[src/design/atclr_pkg.sv]
package atclr_pkg;

    // Sizes
    localparam int LINE_BYTES = 64;
    localparam int NAME_SLOTS = 6;
    localparam int SLOT_REGS  = 6;
    localparam int NAME_BYTES = 8;
    localparam int CFG_W      = 8 * NAME_BYTES;
    localparam int CNT_W      = $clog2(LINE_BYTES + 1);
    localparam int ADDR_W     = $clog2(LINE_BYTES);
    localparam int NB_W       = $clog2(NAME_BYTES);
    localparam int LEN_W      = $clog2(NAME_BYTES + 1);
    localparam int IDX_W      = $clog2(SLOT_REGS);
    localparam int SLOT_W     = 3;

    localparam logic [CFG_W-1:0] SLOT0_RESET = 64'h0000_0000_0000_5441;

    // Control characters
    localparam logic [7:0] CH_BS = 8'h08;
    localparam logic [7:0] CH_EQ = 8'h3D;
    localparam logic [7:0] CH_LF = 8'h0A;
    localparam logic [7:0] CH_CR = 8'h0D;

    typedef enum logic [1:0] {
        ST_MATCH    = 2'd0,
        ST_UNKNOWN  = 2'd1,
        ST_OVERFLOW = 2'd2
    } t_status;

    typedef enum logic [2:0] {
        S_IDLE,
        S_OVF,
        S_PROC,
        S_END_CMP,
        S_HEAD,
        S_ARG_RD,
        S_ARG_OUT
    } t_state;

    // Controller to datapath
    typedef struct packed {
        logic take_byte;
        logic clear_line;
        logic write_byte;
        logic back_space;
        logic rd_last;
        logic load_cmp;
        logic rd_arg;
        logic emit_ovf;
        logic emit_unknown;
        logic emit_head;
        logic emit_arg;
    } t_cmd;

    // Datapath to controller
    typedef struct packed {
        logic full;
        logic is_bs;
        logic is_lf;
        logic out_free;
        logic no_match;
        logic hdr_last;
        logic arg_last;
    } t_sts;

endpackage

[src/design/at_command_line_recognizer.sv]
// Channel   Dir  Transfer qualifier              Payload
// s_axis    in   s_axis_tvalid & s_axis_tready  tdata: rx_byte
// m_axis    out  m_axis_tvalid & m_axis_tready  tdata: slot_index, arg_byte; tuser: status,
//                                               arg_valid; tlast: last
// cfg       in   i_cfg_we                        index: name slot 0..5, data: 64-bit name
//
// An ordinary byte is first taken from the transfer, then written to the line store.
// A byte arriving on a full line first passes S_OVF, which emits the overflow result and clears the line.
// A line feed passes S_PROC, S_END_CMP and S_HEAD to the header result, and each argument byte
// then passes S_ARG_RD and S_ARG_OUT, since the line store has a single registered read port.
// Synchronous active-low reset clears the line and loads the default name slots.
// A stalled result output holds the block only when a new result must be loaded.
module at_command_line_recognizer
    import atclr_pkg::*;
(
    input  logic              i_clk,
    input  logic              i_rst_n,
    input  logic              s_axis_tvalid,
    output logic              s_axis_tready,
    input  logic [7:0]        s_axis_tdata,   // [7:0] rx_byte
    output logic              m_axis_tvalid,
    input  logic              m_axis_tready,
    output logic [15:0]       m_axis_tdata,   // [2:0] slot_index, [10:3] arg_byte, rest zero
    output logic [2:0]        m_axis_tuser,   // [1:0] status, [2] arg_valid
    output logic              m_axis_tlast,
    input  logic              i_cfg_we,
    input  logic [IDX_W-1:0]  i_cfg_index,
    input  logic [CFG_W-1:0]  i_cfg_data
);

    t_cmd              w_cmd;
    t_sts              w_sts;
    t_status           w_status;
    logic [SLOT_W-1:0] w_slot_index;
    logic [7:0]        w_arg_byte;
    logic              w_arg_valid;

    atclr_ctrl u_ctrl (
        .i_clk      (i_clk),
        .i_rst_n    (i_rst_n),
        .i_s_tvalid (s_axis_tvalid),
        .o_s_tready (s_axis_tready),
        .i_sts      (w_sts),
        .o_cmd      (w_cmd)
    );

    atclr_dp u_dp (
        .i_clk        (i_clk),
        .i_rst_n      (i_rst_n),
        .i_rx_byte    (s_axis_tdata),
        .i_cfg_we     (i_cfg_we),
        .i_cfg_index  (i_cfg_index),
        .i_cfg_data   (i_cfg_data),
        .i_cmd        (w_cmd),
        .o_sts        (w_sts),
        .i_m_tready   (m_axis_tready),
        .o_m_tvalid   (m_axis_tvalid),
        .o_status     (w_status),
        .o_slot_index (w_slot_index),
        .o_arg_byte   (w_arg_byte),
        .o_arg_valid  (w_arg_valid),
        .o_last       (m_axis_tlast)
    );

    // Pack result fields
    assign m_axis_tdata = {5'b0, w_arg_byte, w_slot_index};
    assign m_axis_tuser = {w_arg_valid, w_status};

endmodule

[src/design/atclr_ctrl.sv]
module atclr_ctrl
    import atclr_pkg::*;
(
    input  logic i_clk,
    input  logic i_rst_n,
    input  logic i_s_tvalid,
    output logic o_s_tready,
    input  t_sts i_sts,
    output t_cmd o_cmd
);

    t_state r_state;
    t_state n_state;

    // State register
    always_ff @(posedge i_clk) begin
        if (!i_rst_n) begin
            r_state <= S_IDLE;
        end else begin
            r_state <= n_state;
        end
    end

    // Next state and commands
    always_comb begin
        n_state    = r_state;
        o_cmd      = '0;
        o_s_tready = (r_state == S_IDLE);
        case (r_state)
            S_IDLE: begin
                if (i_s_tvalid) begin
                    o_cmd.take_byte = 1'b1;
                    n_state = i_sts.full ? S_OVF : S_PROC;
                end
            end
            // full store: report, clear, then handle the byte normally
            S_OVF: begin
                if (i_sts.out_free) begin
                    o_cmd.emit_ovf   = 1'b1;
                    o_cmd.clear_line = 1'b1;
                    n_state = S_PROC;
                end
            end
            S_PROC: begin
                if (i_sts.is_bs) begin
                    o_cmd.back_space = 1'b1;
                    n_state = S_IDLE;
                end else if (i_sts.is_lf) begin
                    o_cmd.rd_last = 1'b1;
                    n_state = S_END_CMP;
                end else begin
                    o_cmd.write_byte = 1'b1;
                    n_state = S_IDLE;
                end
            end
            S_END_CMP: begin
                o_cmd.load_cmp = 1'b1;
                n_state = S_HEAD;
            end
            S_HEAD: begin
                if (i_sts.out_free) begin
                    if (i_sts.no_match) begin
                        o_cmd.emit_unknown = 1'b1;
                        o_cmd.clear_line   = 1'b1;
                        n_state = S_IDLE;
                    end else begin
                        o_cmd.emit_head = 1'b1;
                        if (i_sts.hdr_last) begin
                            o_cmd.clear_line = 1'b1;
                            n_state = S_IDLE;
                        end else begin
                            n_state = S_ARG_RD;
                        end
                    end
                end
            end
            S_ARG_RD: begin
                o_cmd.rd_arg = 1'b1;
                n_state = S_ARG_OUT;
            end
            S_ARG_OUT: begin
                if (i_sts.out_free) begin
                    o_cmd.emit_arg = 1'b1;
                    if (i_sts.arg_last) begin
                        o_cmd.clear_line = 1'b1;
                        n_state = S_IDLE;
                    end else begin
                        n_state = S_ARG_RD;
                    end
                end
            end
            default: begin
                n_state = S_IDLE;
            end
        endcase
    end

endmodule

[src/design/atclr_dp.sv]
module atclr_dp
    import atclr_pkg::*;
(
    input  logic              i_clk,
    input  logic              i_rst_n,
    input  logic [7:0]        i_rx_byte,
    input  logic              i_cfg_we,
    input  logic [IDX_W-1:0]  i_cfg_index,
    input  logic [CFG_W-1:0]  i_cfg_data,
    input  t_cmd              i_cmd,
    output t_sts              o_sts,
    input  logic              i_m_tready,
    output logic              o_m_tvalid,
    output t_status           o_status,
    output logic [SLOT_W-1:0] o_slot_index,
    output logic [7:0]        o_arg_byte,
    output logic              o_arg_valid,
    output logic              o_last
);

    logic [CFG_W-1:0]  r_slot [SLOT_REGS];
    logic [7:0]        r_mem  [LINE_BYTES];
    logic [7:0]        r_name [NAME_BYTES];
    logic [7:0]        r_byte;
    logic [7:0]        r_rd_data;
    logic [CNT_W-1:0]  r_count;
    logic [CNT_W-1:0]  r_mark;
    logic [CNT_W-1:0]  r_end;
    logic [CNT_W-1:0]  r_ptr;
    logic [NAME_SLOTS-1:0] r_match;

    logic              r_out_valid;
    t_status           r_status;
    logic [SLOT_W-1:0] r_out_slot;
    logic [7:0]        r_arg_byte;
    logic              r_arg_valid;
    logic              r_last;

    logic [CNT_W-1:0]  w_cnt_m1;
    logic [CNT_W-1:0]  w_end;
    logic [CNT_W-1:0]  w_name_len;
    logic [CNT_W-1:0]  w_first;
    logic [ADDR_W-1:0] w_rd_addr;
    logic [LEN_W-1:0]  w_len  [NAME_SLOTS];
    logic [NAME_SLOTS-1:0] w_same;
    logic [NAME_SLOTS-1:0] w_match;
    logic [SLOT_W-1:0] w_slot;
    logic              w_out_free;
    logic              w_emit;

    // Name slot registers
    always_ff @(posedge i_clk) begin
        if (!i_rst_n) begin
            for (int s = 0; s < SLOT_REGS; s++) begin
                r_slot[s] <= (s == 0) ? SLOT0_RESET : '0;
            end
        end else if (i_cfg_we && (i_cfg_index < IDX_W'(SLOT_REGS))) begin
            r_slot[i_cfg_index] <= i_cfg_data;
        end
    end

    // Input byte holding register
    always_ff @(posedge i_clk) begin
        if (i_cmd.take_byte) begin
            r_byte <= i_rx_byte;
        end
    end

    // Line store write and registered read
    assign w_cnt_m1  = r_count - CNT_W'(1);
    assign w_rd_addr = i_cmd.rd_last ? w_cnt_m1[ADDR_W-1:0] : r_ptr[ADDR_W-1:0];

    always_ff @(posedge i_clk) begin
        if (i_cmd.write_byte) begin
            r_mem[r_count[ADDR_W-1:0]] <= r_byte;
        end
    end

    always_ff @(posedge i_clk) begin
        if (i_cmd.rd_last || i_cmd.rd_arg) begin
            r_rd_data <= r_mem[w_rd_addr];
        end
    end

    // Copy of the first name bytes for the slot compare
    always_ff @(posedge i_clk) begin
        if (i_cmd.write_byte && (r_count < CNT_W'(NAME_BYTES))) begin
            r_name[r_count[NB_W-1:0]] <= r_byte;
        end
    end

    // Fill count and argument mark
    always_ff @(posedge i_clk) begin
        if (!i_rst_n) begin
            r_count <= '0;
            r_mark  <= '0;
        end else if (i_cmd.clear_line) begin
            r_count <= '0;
            r_mark  <= '0;
        end else if (i_cmd.write_byte) begin
            r_count <= r_count + CNT_W'(1);
            if (r_byte == CH_EQ) begin
                r_mark <= r_count + CNT_W'(1);
            end
        end else if (i_cmd.back_space && (r_count != '0)) begin
            r_count <= w_cnt_m1;
            // deleting the marking equals sign drops the mark
            if (r_mark == r_count) begin
                r_mark <= '0;
            end
        end
    end

    // Line end: trailing CR, name length, argument start
    assign w_end      = ((r_count != '0) && (r_rd_data == CH_CR)) ? w_cnt_m1 : r_count;
    assign w_name_len = (r_mark != '0) ? (r_mark - CNT_W'(1)) : w_end;
    assign w_first    = (r_mark != '0) ? r_mark : w_end;

    // Per-slot exact compare
    always_comb begin
        for (int s = 0; s < NAME_SLOTS; s++) begin
            w_len[s] = LEN_W'(NAME_BYTES);
            for (int k = NAME_BYTES - 1; k >= 0; k--) begin
                if (r_slot[s][8*k +: 8] == 8'h00) begin
                    w_len[s] = LEN_W'(k);
                end
            end
            w_same[s] = 1'b1;
            for (int k = 0; k < NAME_BYTES; k++) begin
                if ((CNT_W'(k) < w_name_len) && (r_slot[s][8*k +: 8] != r_name[k])) begin
                    w_same[s] = 1'b0;
                end
            end
            w_match[s] = (r_slot[s] != '0) && (CNT_W'(w_len[s]) == w_name_len) && w_same[s];
        end
    end

    always_ff @(posedge i_clk) begin
        if (i_cmd.load_cmp) begin
            r_end   <= w_end;
            r_ptr   <= w_first;
            r_match <= w_match;
        end else if (i_cmd.emit_arg) begin
            r_ptr <= r_ptr + CNT_W'(1);
        end
    end

    // Lowest matching slot wins
    always_comb begin
        w_slot = '0;
        for (int s = NAME_SLOTS - 1; s >= 0; s--) begin
            if (r_match[s]) begin
                w_slot = SLOT_W'(s);
            end
        end
    end

    // Output register
    assign w_out_free = !r_out_valid || i_m_tready;
    assign w_emit     = i_cmd.emit_ovf || i_cmd.emit_unknown || i_cmd.emit_head
                        || i_cmd.emit_arg;

    always_ff @(posedge i_clk) begin
        if (!i_rst_n) begin
            r_out_valid <= 1'b0;
        end else if (w_emit) begin
            r_out_valid <= 1'b1;
        end else if (i_m_tready) begin
            r_out_valid <= 1'b0;
        end
    end

    always_ff @(posedge i_clk) begin
        if (i_cmd.emit_ovf) begin
            r_status    <= ST_OVERFLOW;
            r_out_slot  <= '0;
            r_arg_byte  <= '0;
            r_arg_valid <= 1'b0;
            r_last      <= 1'b1;
        end else if (i_cmd.emit_unknown) begin
            r_status    <= ST_UNKNOWN;
            r_out_slot  <= '0;
            r_arg_byte  <= '0;
            r_arg_valid <= 1'b0;
            r_last      <= 1'b1;
        end else if (i_cmd.emit_head) begin
            r_status    <= ST_MATCH;
            r_out_slot  <= w_slot;
            r_arg_byte  <= '0;
            r_arg_valid <= 1'b0;
            r_last      <= o_sts.hdr_last;
        end else if (i_cmd.emit_arg) begin
            // slot index stays from the header
            r_status    <= ST_MATCH;
            r_arg_byte  <= r_rd_data;
            r_arg_valid <= 1'b1;
            r_last      <= o_sts.arg_last;
        end
    end

    // Status to the controller
    always_comb begin
        o_sts.full     = (r_count == CNT_W'(LINE_BYTES));
        o_sts.is_bs    = (r_byte == CH_BS);
        o_sts.is_lf    = (r_byte == CH_LF);
        o_sts.out_free = w_out_free;
        o_sts.no_match = (r_match == '0);
        o_sts.hdr_last = (r_ptr >= r_end);
        o_sts.arg_last = ((r_ptr + CNT_W'(1)) == r_end);
    end

    assign o_m_tvalid   = r_out_valid;
    assign o_status     = r_status;
    assign o_slot_index = r_out_slot;
    assign o_arg_byte   = r_arg_byte;
    assign o_arg_valid  = r_arg_valid;
    assign o_last       = r_last;

    // Checks
    a_count_range: assert property (@(posedge i_clk) disable iff (!i_rst_n)
        r_count <= CNT_W'(LINE_BYTES))
        else $error("fill count beyond line size");

    a_mark_in_line: assert property (@(posedge i_clk) disable iff (!i_rst_n)
        r_mark <= r_count)
        else $error("argument mark past end of line");

    a_emit_free: assert property (@(posedge i_clk) disable iff (!i_rst_n)
        w_emit |-> w_out_free)
        else $error("result loaded over a pending transfer");

    a_arg_matched: assert property (@(posedge i_clk) disable iff (!i_rst_n)
        (r_out_valid && r_arg_valid) |-> (r_status == ST_MATCH))
        else $error("argument byte without matched command");

    a_one_write: assert property (@(posedge i_clk) disable iff (!i_rst_n)
        i_cmd.write_byte |-> (r_count < CNT_W'(LINE_BYTES)))
        else $error("write into full line store");

endmodule
[config.mk]
export PLATFORM = sky130hd
export DESIGN_NAME = at_command_line_recognizer
export DESIGN_NICKNAME = d
export VERILOG_FILES = /design/src/design/atclr_pkg.sv /design/src/design/at_command_line_recognizer.sv /design/src/design/atclr_ctrl.sv /design/src/design/atclr_dp.sv
export SDC_FILE = /design/constraint.sdc
export NUM_CORES = 2
export LEC_CHECK = 0
export BUFFER_PORTS_ARGS = -buffer_cell sky130_fd_sc_hd__buf_4
export CORE_AREA = 2 2 273 275
export CTS_CLUSTER_SIZE = 20
export DETAILED_ROUTE_END_ITERATION = 10
export DIE_AREA = 0 0 275 277
export PLACE_DENSITY_LB_ADDON = 0.2
export SETUP_SLACK_MARGIN = 0.02
export SYNTH_ARGS = -nofsm -noshare
export SYNTH_HDL_FRONTEND = slang
export SYNTH_HIERARCHICAL = 1
export SYNTH_SLANG_ARGS = --single-unit
[constraint.sdc]
create_clock -name i_clk -period 5.7 [get_ports i_clk]
set_input_delay 1.14 -clock i_clk [delete_from_list [all_inputs] [get_ports i_clk]]
set_output_delay 1.14 -clock i_clk [all_outputs]
set_load 0.02 [all_outputs]
==> report_table.html <==
<table>
<tr><th>Metric</th><th>Value</th></tr>
<tr><th colspan="2">Status</th></tr>
<tr><td>Status</td><td>completed</td></tr>
<tr><th colspan="2">Synth</th></tr>
<tr><td>Post-synth EDFFs</td><td>996</td></tr>
<tr><td>Number of warning messages in the yosys log</td><td>6</td></tr>
<tr><td>Synthesized instance count</td><td>3264</td></tr>
<tr><td>Seq/Total Area, Yosys</td><td>0.666</td></tr>
<tr><td>Async S/R FF share, synth</td><td>0</td></tr>
<tr><td>Post-synthesis register bit count</td><td>1029</td></tr>
<tr><td>Commonest register cell after synthesis</td><td>sky130_fd_sc_hd__edfxtp_1</td></tr>
<tr><td>Synthesized area</td><td>45900 µm²</td></tr>
<tr><td>Number of unique standard cell types used by synthesis</td><td>81</td></tr>
<tr><td>Average size of a mapped cell</td><td>14.1 µm²</td></tr>
<tr><th colspan="2">Setup path</th></tr>
<tr><td>Worst reg-to-reg path cell count</td><td>12</td></tr>
<tr><td>FF-to-FF Start</td><td>u_dp/r_byte[0]</td></tr>
<tr><td>Crit path required time</td><td>6.07 ns</td></tr>
<tr><td>Setup slack, reg-to-reg</td><td>1.35 ns</td></tr>
<tr><td>Kind of end point of the critical path</td><td>flip-flop</td></tr>
<tr><td>Worst Path Class, Setup</td><td>flip-flop to flip-flop</td></tr>
<tr><td>Destination of the worst register-to-register timing path</td><td>u_dp/r_rd_data[7]</td></tr>
<tr><td>Worst setup SP type</td><td>flip-flop</td></tr>
<tr><td>Worst EP arrival</td><td>4.73 ns</td></tr>
<tr><td>Largest fanout of any net on the critical path</td><td>62</td></tr>
<tr><th colspan="2">Timing</th></tr>
<tr><td>Unrepaired setup endpoints after global routing</td><td>false</td></tr>
<tr><td>Tightest slew margin relative to the limit</td><td>0.0530</td></tr>
<tr><td>Worst-Margin Slew</td><td>1.41 ns</td></tr>
<tr><td>Minimum period implied by the final worst setup slack</td><td>4.35 ns</td></tr>
<tr><td>Aggregate negative setup slack</td><td>0 ns</td></tr>
<tr><td>Hold Worst Slack</td><td>0.478 ns</td></tr>
<tr><td>Final max-slew violation count</td><td>0</td></tr>
<tr><td>Final setup violating endpoints</td><td>0</td></tr>
<tr><td>Highest attainable clock frequency</td><td>230 MHz</td></tr>
<tr><td>Final hold vios</td><td>0</td></tr>
<tr><td>Share of the clock period used by the worst path</td><td>0.764</td></tr>
<tr><td>Max Clock Skew</td><td>0.0240 ns</td></tr>
<tr><th colspan="2">Clock tree</th></tr>
<tr><td>Number of hold buffers added after cts</td><td>0</td></tr>
<tr><td>Clock latency reported for the late side of the worst-skew pair</td><td>0.68 ns</td></tr>
<tr><td>Buffer type at the clock tree root</td><td>sky130_fd_sc_hd__clkbuf_16</td></tr>
<tr><td>Num Clock Sinks</td><td>1029</td></tr>
<tr><td>H-Tree Depth</td><td>3</td></tr>
<tr><td>CTS tree</td><td>built</td></tr>
<tr><td>CTS buffer count</td><td>101</td></tr>
<tr><td>Resized cells post-CTS</td><td>0</td></tr>
<tr><td>Maximum buffer depth of the clock tree</td><td>3</td></tr>
<tr><td>Clock slew at the register clock pins of the worst setup and hold paths</td><td>0.06 ns</td></tr>
<tr><td>Count of buffers added by post-CTS timing repair for setup</td><td>0</td></tr>
<tr><th colspan="2">Hold path</th></tr>
<tr><td>Endpoint of the worst hold path</td><td>u_dp/o_arg_valid</td></tr>
<tr><td>Class of the tightest hold or removal check</td><td>flip-flop to flip-flop</td></tr>
<tr><td>Number of instances on the worst hold path</td><td>2</td></tr>
<tr><td>Launch instance of the worst min-delay path</td><td>u_dp/o_arg_valid</td></tr>
<tr><th colspan="2">Floorplanning</th></tr>
<tr><td>Die Footprint</td><td>76200 µm²</td></tr>
<tr><td>Io pins</td><td>102</td></tr>
<tr><td>Effective utilization at floorplan</td><td>0.624</td></tr>
<tr><td>Die H</td><td>277 µm</td></tr>
<tr><td>Die outline width</td><td>275 µm</td></tr>
<tr><td>Std cell rows</td><td>100</td></tr>
<tr><td>Core region area</td><td>73600 µm²</td></tr>
<tr><th colspan="2">Routing</th></tr>
<tr><td>Routed wire per std cell</td><td>27.2 µm</td></tr>
<tr><td>Routed via count</td><td>28100</td></tr>
<tr><td>DRT Pass-1 Iters</td><td>5</td></tr>
<tr><td>Mean number of vias per cell</td><td>6.43</td></tr>
<tr><td>Number of violations reported at the end of detailed-routing iteration 0</td><td>3248</td></tr>
<tr><td>Routed wire length</td><td>119000 µm</td></tr>
<tr><td>Remaining DRCs</td><td>0</td></tr>
<tr><td>Number of nets still failing antenna checks after routing</td><td>0</td></tr>
<tr><th colspan="2">Layout</th></tr>
<tr><td>Ratio of cells with drive above 1 in the final layout</td><td>0.138</td></tr>
<tr><td>Most used cells in the layout excluding fill and tap cells</td><td>sky130_fd_sc_hd__edfxtp_1, sky130_fd_sc_hd__nor2_1, sky130_fd_sc_hd__xnor2_1</td></tr>
<tr><td>Fin nets</td><td>3410</td></tr>
<tr><td>Area overhead of the layout relative to synthesis</td><td>10.7%</td></tr>
<tr><td>Commonest non-fill, non-tap cell in the layout</td><td>sky130_fd_sc_hd__edfxtp_1</td></tr>
<tr><td>Count of fill cells added during filler insertion</td><td>4854</td></tr>
<tr><th colspan="2">Global routing</th></tr>
<tr><td>Number of global-route vias before repair</td><td>28500</td></tr>
<tr><td>Global-route wire length before repair</td><td>177000 µm</td></tr>
<tr><td>Pin count of the biggest net entering global routing</td><td>112</td></tr>
<tr><td>Total gr overflow</td><td>0</td></tr>
<tr><td>Initial antenna violation count</td><td>1</td></tr>
<tr><td>GR Util All Layers</td><td>0.316</td></tr>
<tr><th colspan="2">Power and ir drop</th></tr>
<tr><td>Leakage</td><td>16.8 nW</td></tr>
<tr><td>Power after layout</td><td>16.4 mW</td></tr>
<tr><td>Power density over the cells</td><td>322 nW/µm²</td></tr>
<tr><td>Maximum vdd ir drop</td><td>0.000269 V</td></tr>
<tr><th colspan="2">Job</th></tr>
<tr><td>Maxcap violations</td><td>0</td></tr>
<tr><th colspan="2">Place</th></tr>
<tr><td>Count of port buffers added during placement</td><td>96</td></tr>
<tr><td>Global placer's final weighted congestion</td><td>0.977</td></tr>
<tr><td>Estimated wirelength of the detail-placed design</td><td>77800 µm</td></tr>
</table>
==> metrics by stage <==
| stage | cell area, µm² | util | worst slack [ns] | cells |
|---|---|---|---|---|
| floorplan | 45900 | - | 1.08 | 3268 |
| global placement | 47600 | 0.646 | 1.42 | 4184 |
| detailed placement | 47600 | 0.646 | 1.35 | 4184 |
| CTS | 50800 | 0.691 | 1.35 | 4368 |
| global route | 50800 | 0.691 | 1.10 | 4368 |
| finish | 50800 | 0.691 | 1.35 | 4369 |
==> synth_stat cells, types with 3 or more instances <==
cell	number	area (µm²)
sky130_fd_sc_hd__a211oi_1	56	420
sky130_fd_sc_hd__a21boi_0	8	60.1
sky130_fd_sc_hd__a21o_1	10	75.1
sky130_fd_sc_hd__a21oi_1	77	385
sky130_fd_sc_hd__a31oi_1	11	68.8
sky130_fd_sc_hd__a32oi_1	4	35.0
sky130_fd_sc_hd__a41oi_1	3	26.3
sky130_fd_sc_hd__and2_1	15	93.8
sky130_fd_sc_hd__and3_1	7	43.8
sky130_fd_sc_hd__buf_1	24	90.1
sky130_fd_sc_hd__buf_2	25	125
sky130_fd_sc_hd__buf_4	7	52.6
sky130_fd_sc_hd__clkbuf_1	137	514
sky130_fd_sc_hd__dfxtp_1	33	661
sky130_fd_sc_hd__edfxtp_1	996	29900
sky130_fd_sc_hd__ha_1	12	150
sky130_fd_sc_hd__inv_1	90	338
sky130_fd_sc_hd__mux2_2	3	33.8
sky130_fd_sc_hd__mux2i_1	64	641
sky130_fd_sc_hd__mux4_2	128	2880
sky130_fd_sc_hd__nand2_1	178	668
sky130_fd_sc_hd__nand2b_1	10	62.6
sky130_fd_sc_hd__nand3_1	37	185
sky130_fd_sc_hd__nand3b_1	7	52.6
sky130_fd_sc_hd__nand4_1	68	425
sky130_fd_sc_hd__nand4b_1	3	26.3
sky130_fd_sc_hd__nor2_1	471	1770
sky130_fd_sc_hd__nor2b_1	35	219
sky130_fd_sc_hd__nor3_1	33	165
sky130_fd_sc_hd__nor3_2	3	30.0
sky130_fd_sc_hd__nor3b_1	9	67.6
sky130_fd_sc_hd__nor4_1	140	876
sky130_fd_sc_hd__o2111ai_1	3	26.3
sky130_fd_sc_hd__o211ai_1	6	45.0
sky130_fd_sc_hd__o21a_1	4	30.0
sky130_fd_sc_hd__o21ai_0	27	135
sky130_fd_sc_hd__o21ai_1	3	15.0
sky130_fd_sc_hd__o22ai_1	6	37.5
sky130_fd_sc_hd__o31ai_1	3	22.5
sky130_fd_sc_hd__o32ai_1	3	26.3
sky130_fd_sc_hd__or2_2	10	62.6
sky130_fd_sc_hd__or3_1	5	31.3
sky130_fd_sc_hd__or4_1	24	180
sky130_fd_sc_hd__xnor2_1	243	2130
sky130_fd_sc_hd__xor2_1	183	1600
==> report_power, final <==
part           total [mW]  switching (mW)  leakage (nW)  internal, mW
Combinational        1.01           0.660          5.73         0.349
Clock                6.58            2.83          1.61          3.75
Sequential           8.78           0.196          9.49          8.58
Total                16.4            3.69          16.8          12.7
==> state kept, by name (all words and copies together), names as in the netlist <==
| signal | count |
|---|---|
| u_dp/o_arg_byte | 8 |
| u_dp/r_ptr | 7 |
| u_dp/r_end | 7 |
| u_dp/r_slot | 384 |
| u_dp/r_count | 7 |
| u_dp/o_arg_valid | 1 |
| u_dp/o_m_tvalid | 1 |
| u_dp/o_status | 2 |
| u_dp/r_rd_data | 8 |
| u_dp/r_byte | 8 |
| u_dp/o_slot_index | 3 |
| u_dp/o_last | 1 |
| u_dp/r_name | 64 |
| u_dp/r_mark | 7 |
| u_dp/r_mem | 512 |
| u_dp/r_match | 6 |
| u_ctrl/r_state | 3 |
==> worst max-delay path by stage <==
stage	start	end	slack, ns	cells past startpoint
final	u_dp/r_byte[0]	u_dp/r_rd_data[7]	1.35	12
after global routing	u_dp/r_byte[0]	u_dp/r_rd_data[7]	1.10	12
after CTS	u_dp/r_byte[0]	u_dp/r_rd_data[7]	1.35	12
after detailed placement	u_dp/r_byte[0]	u_dp/r_rd_data[7]	1.35	12
after global placement	u_dp/r_byte[0]	u_dp/r_rd_data[7]	1.42	12
after floorplan	u_dp/r_byte[3]	u_dp/r_rd_data[0]	1.08	13
==> final cells by class <==
type                    count  area, µm²  share of cell area
repair buffers            141       1110              0.0218
well taps                 969       1210              0.0239
clock inverters            62        583              0.0115
clock buffers             122       2670              0.0525
flip-flops and latches   1029      30600               0.602
multi-input cells        1953      14300               0.282
diodes                      1       2.50           0.0000492
inverters                  92        345             0.00680
==> critical path, cell delays in order, from the launching register on <==
cell and delay, ns:
sky130_fd_sc_hd__edfxtp_1 0.39, sky130_fd_sc_hd__nor4_1 0.47, sky130_fd_sc_hd__and3_1 0.35, sky130_fd_sc_hd__nor3b_4 0.21, sky130_fd_sc_hd__buf_4 0.26, sky130_fd_sc_hd__mux2i_4 0.36
sky130_fd_sc_hd__buf_12 0.46, sky130_fd_sc_hd__mux4_2 0.57, sky130_fd_sc_hd__nor2b_1 0.14, sky130_fd_sc_hd__a211oi_1 0.33, sky130_fd_sc_hd__a211oi_1 0.17, sky130_fd_sc_hd__a21oi_1 0.18
sky130_fd_sc_hd__mux2i_1 0.09
==> logic make-up (layout without fill, tap and decap cells) <==
logic type / count (synthesis) / count (layout) / share of synthesized area
fa+ha+maj: 12 / 12 / 0.00327
simple gates: 1068 / 1068 / 0.112
other cells: 1 / 6 / 0.0000817
flops: 1029 / 1029 / 0.666
mux: 195 / 195 / 0.0775
buf+inv: 286 / 417 / 0.0248
compound gates: 247 / 247 / 0.0358
xor+xnor: 426 / 426 / 0.0813
==> routing by layer <==
metal	part of all wire	global-route usage	wire length (µm)
met1	0.37	0.408	44200
met5	0	0	0
met3	0.069	0.0406	8210
met4	0.050	0.142	6000
met2	0.51	0.538	60400
Note: power is estimated with default switching activity, not from simulation.
